### src/hw/rtl/bps_pkg.sv
`timescale 1ns / 1ps

package bps_pkg;

  localparam logic [1:0] CMD_TICK    = 2'd0;
  localparam logic [1:0] CMD_START   = 2'd1;
  localparam logic [1:0] CMD_RESTART = 2'd2;
  localparam logic [1:0] CMD_STOP    = 2'd3;

  localparam logic [2:0] PAT_NONE     = 3'd0;
  localparam logic [2:0] PAT_ONE_HZ   = 3'd1;
  localparam logic [2:0] PAT_TWO_HZ   = 3'd2;
  localparam logic [2:0] PAT_THREE_HZ = 3'd3;
  localparam logic [2:0] PAT_DOUBLE   = 3'd4;
  localparam logic [2:0] PAT_START    = 3'd5;
  localparam logic [2:0] PAT_OVER     = 3'd6;
  localparam logic [2:0] PAT_OVERTIME = 3'd7;

  localparam logic [11:0] T_BEEP_ON    = 12'd100;
  localparam logic [11:0] T_ONE_HZ_OFF = 12'd900;
  localparam logic [11:0] T_TWO_HZ_OFF = 12'd400;
  localparam logic [11:0] T_THREE_OFF  = 12'd233;
  localparam logic [11:0] T_DBL_GAP    = 12'd150;
  localparam logic [11:0] T_DBL_PAUSE  = 12'd650;
  localparam logic [11:0] T_START_TONE = 12'd2000;
  localparam logic [11:0] T_OVER_TONE  = 12'd3000;

  localparam logic [15:0] OT_FULL_RESET = 16'd10000;

  // 65536000 = 1000 << 16: high part preloads the remainder
  localparam logic [18:0] PERIOD_NUM_HI = 19'd1000;
  localparam logic [4:0]  DIV1_STEPS    = 5'd17;
  localparam logic [4:0]  DIV2_STEPS    = 5'd16;

  typedef struct packed {
    logic        load;
    logic [18:0] r_init;
    logic [16:0] n_init;
    logic [18:0] divisor;
    logic [4:0]  steps;
  } div_load_t;

endpackage

### src/hw/rtl/bps_divider.sv
`timescale 1ns / 1ps

module bps_divider
  import bps_pkg::*;
(
  input  logic        clk,
  input  logic        rst,
  input  div_load_t   ld,
  output logic        busy,
  output logic [16:0] quotient
);

  logic [18:0] rem;
  logic [16:0] num;
  logic [18:0] div;
  logic [4:0]  cnt;
  logic [19:0] trial;
  logic        geq;

  assign trial = {rem, num[16]};
  assign geq   = trial >= {1'b0, div};
  assign busy  = cnt != 5'd0;

  always_ff @(posedge clk) begin
    if (rst) begin
      cnt <= 5'd0;
    end else if (ld.load) begin
      cnt <= ld.steps;
    end else if (busy) begin
      cnt <= cnt - 5'd1;
    end
  end

  always_ff @(posedge clk) begin
    if (ld.load) begin
      rem      <= ld.r_init;
      num      <= ld.n_init;
      div      <= ld.divisor;
      quotient <= '0;
    end else if (busy) begin
      rem      <= geq ? 19'(trial - {1'b0, div}) : trial[18:0];
      num      <= {num[15:0], 1'b0};
      quotient <= {quotient[15:0], geq};
    end
  end

endmodule

### src/hw/rtl/beep_pattern_sequencer.sv
`timescale 1ns / 1ps

// Buzzer pattern sequencer. Each transfer on s_* is one command; each command
// yields exactly one transfer on m_* with the buzzer level and running pattern.
// One command is handled at a time: most go from accept through an evaluate
// state to the result; a tick ending an overtime beep also runs the shared
// shift-subtract divider for 17 steps (remaining/full ratio), one squaring
// step, then 16 steps (period). The user writes overtime_full_ms through
// cfg_we/cfg_wdata only while idle; the block does not enforce it. Zero acts as 1.
module beep_pattern_sequencer
  import bps_pkg::*;
(
  input  logic        clk,
  input  logic        rst,
  input  logic        cfg_we,
  input  logic [15:0] cfg_wdata,
  input  logic        s_tvalid,
  output logic        s_tready,
  input  logic [63:0] s_tdata,   // [31:0] now_ms, [63:32] ot_left_ms
  input  logic [4:0]  s_tuser,   // [1:0] cmd, [4:2] pattern
  output logic        m_tvalid,
  input  logic        m_tready,
  output logic [7:0]  m_tdata    // [0] buzzer_on, [3:1] active_pattern, [7:4] zero
);

  localparam logic [2:0] S_IDLE = 3'd0;
  localparam logic [2:0] S_EVAL = 3'd1;
  localparam logic [2:0] S_DIV1 = 3'd2;
  localparam logic [2:0] S_MUL  = 3'd3;
  localparam logic [2:0] S_DIV2 = 3'd4;
  localparam logic [2:0] S_DONE = 3'd5;

  logic [2:0]  state;
  logic [2:0]  state_next;
  logic [15:0] ot_full;

  logic [1:0]  in_cmd;
  logic [2:0]  in_pat;
  logic [31:0] in_now;
  logic [31:0] in_rem;

  logic [2:0]  cur_pat;
  logic [31:0] next_change;
  logic [1:0]  beep_cnt;
  logic        tone;
  logic [2:0]  cur_pat_next;
  logic [31:0] next_change_next;
  logic [1:0]  beep_cnt_next;
  logic        tone_next;

  logic [16:0] p_val;
  logic [9:0]  off_ms;

  div_load_t   div_ld;
  logic        div_busy;
  logic [16:0] div_q;

  logic [15:0] full_eff;
  logic [15:0] rem16;
  logic        due;
  logic        ot_off;
  logic [33:0] prod;
  logic [18:0] f_val;
  logic [9:0]  period;
  logic        commit;
  logic [11:0] delay;
  logic        set_delay;
  logic [1:0]  bc_inc;

  bps_divider u_div (
    .clk      (clk),
    .rst      (rst),
    .ld       (div_ld),
    .busy     (div_busy),
    .quotient (div_q)
  );

  assign s_tready = state == S_IDLE;
  assign commit   = (state == S_DONE) && (!m_tvalid || m_tready);

  assign full_eff = (ot_full == 16'd0) ? 16'd1 : ot_full;
  assign rem16    = (in_rem < {16'd0, full_eff}) ? in_rem[15:0] : full_eff;
  assign due      = (cur_pat != PAT_NONE) && (in_now >= next_change);
  assign ot_off   = (in_cmd == CMD_TICK) && (cur_pat == PAT_OVERTIME) && due && tone;
  assign prod     = p_val * p_val;
  assign f_val    = 19'h10000 + {prod[32:16], 2'b00};
  assign period   = div_q[9:0];
  assign bc_inc   = beep_cnt + 2'd1;

  always_comb begin
    div_ld = '0;
    if (state == S_EVAL && ot_off) begin
      div_ld.load    = 1'b1;
      div_ld.r_init  = {4'd0, rem16[15:1]};
      div_ld.n_init  = {rem16[0], 16'd0};
      div_ld.divisor = {3'd0, full_eff};
      div_ld.steps   = DIV1_STEPS;
    end else if (state == S_MUL) begin
      div_ld.load    = 1'b1;
      div_ld.r_init  = PERIOD_NUM_HI;
      div_ld.n_init  = '0;
      div_ld.divisor = f_val;
      div_ld.steps   = DIV2_STEPS;
    end
  end

  always_comb begin
    state_next = state;
    unique case (state)
      S_IDLE: if (s_tvalid) state_next = S_EVAL;
      S_EVAL: state_next = ot_off ? S_DIV1 : S_DONE;
      S_DIV1: if (!div_busy) state_next = S_MUL;
      S_MUL:  state_next = S_DIV2;
      S_DIV2: if (!div_busy) state_next = S_DONE;
      S_DONE: if (commit) state_next = S_IDLE;
      default: state_next = S_IDLE;
    endcase
  end

  always_comb begin
    cur_pat_next     = cur_pat;
    next_change_next = next_change;
    beep_cnt_next    = beep_cnt;
    tone_next        = tone;
    delay            = T_BEEP_ON;
    set_delay        = 1'b0;
    unique case (in_cmd)
      CMD_TICK: begin
        if (due) begin
          unique case (cur_pat)
            PAT_ONE_HZ, PAT_TWO_HZ, PAT_THREE_HZ, PAT_OVERTIME: begin
              tone_next = !tone;
              set_delay = 1'b1;
              if (tone) begin
                unique case (cur_pat)
                  PAT_ONE_HZ:   delay = T_ONE_HZ_OFF;
                  PAT_TWO_HZ:   delay = T_TWO_HZ_OFF;
                  PAT_THREE_HZ: delay = T_THREE_OFF;
                  default:      delay = {2'd0, off_ms};
                endcase
              end
            end
            PAT_DOUBLE: begin
              tone_next = !tone;
              set_delay = 1'b1;
              if (tone) begin
                if (bc_inc < 2'd2) begin
                  beep_cnt_next = bc_inc;
                  delay         = T_DBL_GAP;
                end else begin
                  beep_cnt_next = 2'd0;
                  delay         = T_DBL_PAUSE;
                end
              end
            end
            PAT_START: begin
              if (beep_cnt < 2'd3) begin
                tone_next = !tone;
                set_delay = 1'b1;
                if (tone) begin
                  beep_cnt_next = bc_inc;
                  if (bc_inc < 2'd3) begin
                    delay = T_ONE_HZ_OFF;
                  end else begin
                    tone_next = 1'b1;
                    delay     = T_START_TONE;
                  end
                end
              end else begin
                tone_next    = 1'b0;
                cur_pat_next = PAT_NONE;
              end
            end
            PAT_OVER: begin
              if (!tone) begin
                tone_next = 1'b1;
                set_delay = 1'b1;
                delay     = T_OVER_TONE;
              end else begin
                tone_next    = 1'b0;
                cur_pat_next = PAT_NONE;
              end
            end
            default: begin
            end
          endcase
        end
      end
      CMD_START, CMD_RESTART: begin
        if (in_cmd == CMD_RESTART || cur_pat != in_pat) begin
          cur_pat_next     = in_pat;
          beep_cnt_next    = 2'd0;
          tone_next        = 1'b0;
          next_change_next = in_now;
        end
      end
      CMD_STOP: begin
        if (cur_pat != PAT_NONE) begin
          cur_pat_next = PAT_NONE;
          tone_next    = 1'b0;
        end
      end
      default: begin
      end
    endcase
    if (set_delay) next_change_next = in_now + {20'd0, delay};
  end

  always_ff @(posedge clk) begin
    if (rst) begin
      state       <= S_IDLE;
      ot_full     <= OT_FULL_RESET;
      cur_pat     <= PAT_NONE;
      next_change <= 32'd0;
      beep_cnt    <= 2'd0;
      tone        <= 1'b0;
      m_tvalid    <= 1'b0;
    end else begin
      state <= state_next;
      if (cfg_we) ot_full <= cfg_wdata;
      if (commit) begin
        cur_pat     <= cur_pat_next;
        next_change <= next_change_next;
        beep_cnt    <= beep_cnt_next;
        tone        <= tone_next;
        m_tvalid    <= 1'b1;
      end else if (m_tready) begin
        m_tvalid <= 1'b0;
      end
    end
  end

  always_ff @(posedge clk) begin
    if (s_tvalid && s_tready) begin
      in_cmd <= s_tuser[1:0];
      in_pat <= s_tuser[4:2];
      in_now <= s_tdata[31:0];
      in_rem <= s_tdata[63:32];
    end
    if (state == S_DIV1 && !div_busy) p_val <= 17'h10000 - div_q;
    if (state == S_DIV2 && !div_busy) begin
      off_ms <= (period > 10'd100) ? 10'(period - 10'd100) : 10'd1;
    end
    if (commit) m_tdata <= {4'd0, cur_pat_next, tone_next};
  end

endmodule

### config.mk
export PLATFORM = sky130hd
export DESIGN_NAME = beep_pattern_sequencer
export DESIGN_NICKNAME = d
export VERILOG_FILES = /design/src/hw/rtl/bps_pkg.sv /design/src/hw/rtl/bps_divider.sv /design/src/hw/rtl/beep_pattern_sequencer.sv
export SDC_FILE = /design/constraint.sdc
export NUM_CORES = 1
export LEC_CHECK = 0
export ABC_AREA = 1
export BUFFER_PORTS_ARGS = -buffer_cell sky130_fd_sc_hd__clkbuf_2
export CAP_MARGIN = 40
export CORE_AREA = 4 4 185 277
export DETAILED_ROUTE_END_ITERATION = 10
export DIE_AREA = 0 0 189 281
export GPL_TIMING_DRIVEN = 0
export SETUP_SLACK_MARGIN = 0.05
export SYNTH_ARGS = -nofsm -noshare
export SYNTH_HDL_FRONTEND = slang
export SYNTH_SLANG_ARGS = --single-unit
### constraint.sdc
create_clock -name clk -period 6.6 [get_ports clk]
set_input_delay 0.33 -clock clk [delete_from_list [all_inputs] [get_ports clk]]
set_output_delay 0.33 -clock clk [all_outputs]
set_load 0.02 [all_outputs]
-- Yosys cells after proc, flatten, opt, wreduce, memory -nomap -nowiden
Index checks and enable logic that the tools add are counted.
- add/subtract/negate cells: 7
- multiply operators: 1
- divide/modulo/power cells: 0
- magnitude comparators: 7
- eq/ne operators: 26
- shifts and indexed selects: 0
- multiplexer cells: 61
- bitwise logic cells: 1
- reductions and logical operators: 31
- operators by type and width (operator ; count):
    $mux 61 ; 2
    $mux 32 ; 3
    $mux 19 ; 3
    $pmux 12 s4 ; 1
    $mux 12 ; 3
    $mux 17 ; 2
    $mul 17x17->33 ; 1
    $mux 11 ; 3
    $add 32x12->32 ; 1
    $ge 32x32->1 ; 1
    $lt 32x16->1 ; 1
    $mux 16 ; 2
    $mux 10 ; 3
    $mux 3 ; 10
    $pmux 10 s3 ; 1
    $ge 20x19->1 ; 1
    $add 17x19->19 const A ; 1
    $sub 19x19->19 ; 1
    $eq 3x3->1 const B ; 6
    $pmux 3 s6 ; 1
    $sub 17x17->17 const A ; 1
    $logic_not 16->1 ; 1
    $eq 3x2->1 const B ; 4
    $mux 1 ; 12
    33 further kinds ; 69
- register bits after elaboration: 235
- bits in latches: 0
- bits in writable memories: 0
- bits in read-only memories: 0
- bits of input ports: 90
- word-level logic and storage cells: 154
- memories kept: 0

-- Depth between registers and ports, before layout
- word-level depth: 10
- depth in mapped cells: 32

-- By module
A second synthesis with hierarchy kept.
- cell total of the unflattened synthesis: 2956
- area, all modules: 22816.9 um^2
- by module, submodules not included (module ; times used ; cells an instance ; area an instance (um^2)):
    beep_pattern_sequencer ; 1 ; 2376 ; 18295.0
    bps_divider ; 1 ; 580 ; 4521.8

-- Worst setup path after synthesis
No wires, ideal clock.
- kind: reg2reg
- start point: register p_val[2]
- end point: register u_div.div[18], data pin
- data arrival time: 6347 ps
- setup slack: -2 ps
- cell stages (with the launch flop): 29
- clock period less this slack: 6602 ps
- cell sequence: edfxtp_1 clkbuf_1 clkbuf_1 nand2_1 fa_1 inv_1 fa_1 fa_1 fa_1 fa_1 inv_1 fa_1 inv_1 ha_1 a21oi_1 inv_1 nor2_1 o21a_1 nand3_1 nand2_1 o2111ai_1 xor2_1 ha_1 xnor2_1 xor2_1 xor2_1 nand3_1 nand2_1 nor2_1
- word-level cells in the longest chain between the ends: 2
- RTL lines (element ; line ; RTL):
    start: declaration ; beep_pattern_sequencer.sv:51 ; logic [16:0] p_val;
    start signal: assignment ; beep_pattern_sequencer.sv:240 ; if (state == S_DIV1 && !div_busy) p_val <= 17'h10000 - div_q;
    $mul 17x17->33 ; beep_pattern_sequencer.sv:85 ; assign prod = p_val * p_val;
    $add 17x19->19 ; beep_pattern_sequencer.sv:86 ; assign f_val = 19'h10000 + {prod[32:16], 2'b00};
    end signal: assignment ; bps_divider.sv:38 ; div <= ld.divisor;
    end: declaration ; bps_divider.sv:15 ; logic [18:0] div;
Every way passes these cells.
A chain may end at the register's enable or synchronous reset.

-- Worst setup path after layout
- start point: register p_val[5]
- end point: register u_div.div[18], data pin
Same word-level chain as after synthesis.

==> reports/qor.txt <==
top-area cell type share of the netlist area: 0.192
RSZ-0062 raised after global routing: true
Worst Setup Start Kind: register
Slew HR: 0.424
Row Count: 99
crit-path max FO: 5
clk slew on worst S/H paths: 0.07 ns
Initial Utilization: 0.447
HP Start: cfg_wdata[10]
full die area: 53,100 sq um
Max clock buf depth: 3
status: finished, violations left
wire length per cell: 17.0 um
Synth cell types: 57
Max-cap violations: 0
GP Congestion: 0.950
fraction of registers with async set/reset: 0
crit path DAT: 6.95 ns
Most Frequent Cell on Critical Path: fa_1
largest net degree at the start of global routing: 35
Final Hold Fails: 0
post-route minimum period: 6.67 ns
Sink Count: 219
post-detail-place hpwl: 50,100 um
Die Ht: 281 um
Peak VDD IR: 0.273 mV
WL final: 63,700 um
initial antenna violation count: 0
critical path's largest stage delay: 0.56 ns
Max Fclk: 150 MHz
Initial DRT Pass Iterations: 5
Vias/cell: 5.06
vias in the first global route: 20,066
Power Dens Cells: 196 nW/um^2
Main synth FF type: edfxtp_1
kind of critical path: register to register
fin util: 0.541
total power: 5160 uW
clk root buf: clkbuf_16
Syn Area/Cell: 7.81 sq um
Worst EP required: 6.88 ns
global-route wire length before repair: 102,000 um
ANT cells: 0
Reg2Reg Setup Slack: -0.07 ns
Die W: 189 um
port buffer count: 94
fillers: 4,447
H-tree depth: 1
violated checks: negative setup slack
multi-input logic area: 13,900 sq um
crit share post-route: 1.01
TritonCTS Buffers: 21
Area Overhead vs Synth: 20.8%
Worst-Skew Late Latency: 0.53 ns
IO Pins: 100
Synth area leader: edfxtp_1
sequential share of the synthesized area: 0.265
worst setup margin: -0.0694 ns
share of post-route cells with drive strength above 1: 0.150
Initial DRC Count: 859
routed vias: 18,977
Final nets: 3,563
Synth Warn #: 0
Reg area: 5780 sq um
remaining antenna violation count after routing: 0
worst-margin pin slew: 0.863 ns
Lkg Pwr: 0.0131 uW
Remaining DRCs: 0
Netlist Area Pre-Place: 21,800 sq um
setup violators final: 1
leading post-synthesis cells by cell area: edfxtp_1 19%, fa_1 18%, ha_1 11%
skew final: 0.0217 ns
Yosys reg bits: 219
CP startpoint: p_val[5]$_DFFE_PP_
total track usage: 0.241
HP Class: input pin to register
CTS tree: done
number of flops mapped to enable cells by yosys: 139
Post-Synthesis Cells: 2,790
worst r2r src: p_val[5]$_DFFE_PP_
dpl ws: -1.33 ns
Congestion Overflow GR: 0
CORE AREA: 48,700 sq um
Slew Viols, Final: 0
CP max stage cell: fa_1
endpoint class of the critical path: register
==> cell usage in the layout, fill, tap and decap left out, drive strengths merged, types with 2 or more instances in the layout <==
master	n
a21oi	169
o2111ai	2
inv	590
o21bai	8
edfxtp	139
nand3	127
a211oi	3
o211ai	2
o21a	8
buf	142
nand2	625
nor2	230
a31oi	6
fa	192
nor3	36
xor2	39
o22ai	4
a21o	11
clkbuf	166
or2	10
nand3b	7
dlygate4sd3	68
nor4	11
bufinv	4
ha	198
o32ai	2
nand4	23
xnor2	25
a21boi	2
conb	4
dfxtp	80
clkinv	6
o221ai	2
o21ai	148
==> worst max-delay path: cells and delay by family, from the launching register on <==
kind	cells	cell delay (ns)
AOI/OAI and AO/OA	5	0.72
xor gates and xnor gates	4	0.64
adders and majority gates	8	3.35
buffers and inverters	8	0.88
DFF	1	0.47
and+or+nand+nor	4	0.36
==> cell families after synthesis <==
| family | after synthesis | share of synthesized area |
|---|---|---|
| mux | 1 | 0.000517 |
| buf+inv | 671 | 0.119 |
| fa+ha+maj | 390 | 0.290 |
| flops | 219 | 0.265 |
| simple gates | 1072 | 0.205 |
| xor+xnor | 64 | 0.0257 |
| compound gates | 372 | 0.0938 |
| other cells | 1 | 0.000172 |
==> synthesized netlist by cell type (8+ instances only) <==
cell,instances
nand2_1,608
inv_1,575
nor2_1,226
ha_1,198
fa_1,192
a21oi_1,159
edfxtp_1,139
nand3_1,126
o21ai_0,113
dfxtp_1,80
clkbuf_1,57
xor2_1,39
nor3_1,35
o21ai_1,35
xnor2_1,25
nand4_1,23
nand2_2,16
buf_2,15
a21o_1,11
inv_2,11
a21oi_2,10
nor4_1,10
or2_2,9
o21a_1,8
o21bai_1,8
==> through the flow <==
stage	hold slack (ns)	std cells	TNS [ns]	instance area, sq um
2_1_floorplan	0.429	2793	0	21800
3_3_place_gp	0.454	3543	-8.01	23100
3_5_place_dp	0.462	3549	-7.77	23200
4_1_cts	0.00323	3744	0	26100
5_1_grt	0.00707	3754	-0.903	26300
6_report	0.0355	3754	-0.0694	26300
==> where the power goes <==
group          leakage (uW)  internal [uW]  switching (uW)
sequential          0.00198           1790             194
clock              0.000370            772             556
combinational        0.0108            692            1150
==> per-layer routing <==
metal	share of wire	vias up	routed length (um)	track usage
met1	0.37	8957	23500	0.259
li1	-	9349	-	-
met3	0.036	193	2300	0.0206
met5	0	-	0	0
met2	0.53	478	34000	0.464
met4	0.061	0	3900	0.125
==> final timing paths <==
check | to | cells after the start
min | ot_full[10]$_SDFFE_PP1P_ | 3
min reg2reg | next_change[13]$_SDFFE_PP0P_ | 2
max | u_div.div[18]$_SDFFCE_PP0N_ | 29
max reg2reg | u_div.div[18]$_SDFFCE_PP0N_ | 29
==> cell type report <==
type | instances | area share
repair buffers | 274 | 0.0816
inverters | 587 | 0.0838
clock buffers | 25 | 0.0213
plain buffers | 77 | 0.0257
flip-flops and latches | 219 | 0.219
clock inverters | 13 | 0.00699
multi-input cells | 1903 | 0.530
well taps | 656 | 0.0312
==> registers in the layout, summed over array words and instances (netlist names) <==
register and count:
in_cmd 2, p_val 17, in_now 32, ot_full 16, u_div.div 19, u_div.num 1, u_div.cnt 5, off_ms 10
next_change 32, tone 1, in_rem 32, u_div.rem 19, in_pat 3, m_tvalid 1, m_tdata 4, state 3
u_div.quotient 17, beep_cnt 2, cur_pat 3
==> what timing repair did <==
item / CTS / global route
gates resized for setup: 195 / 33
pin swaps: 101 / 26
hold buffers: 67 / 1
setup endpoints to repair: 17 / 6
endpoints found under the hold margin: 67 / 1
setup buffers: 96 / 11
gates cloned: 1 / 0
No activity file was read; power rests on OpenSTA's default activity.
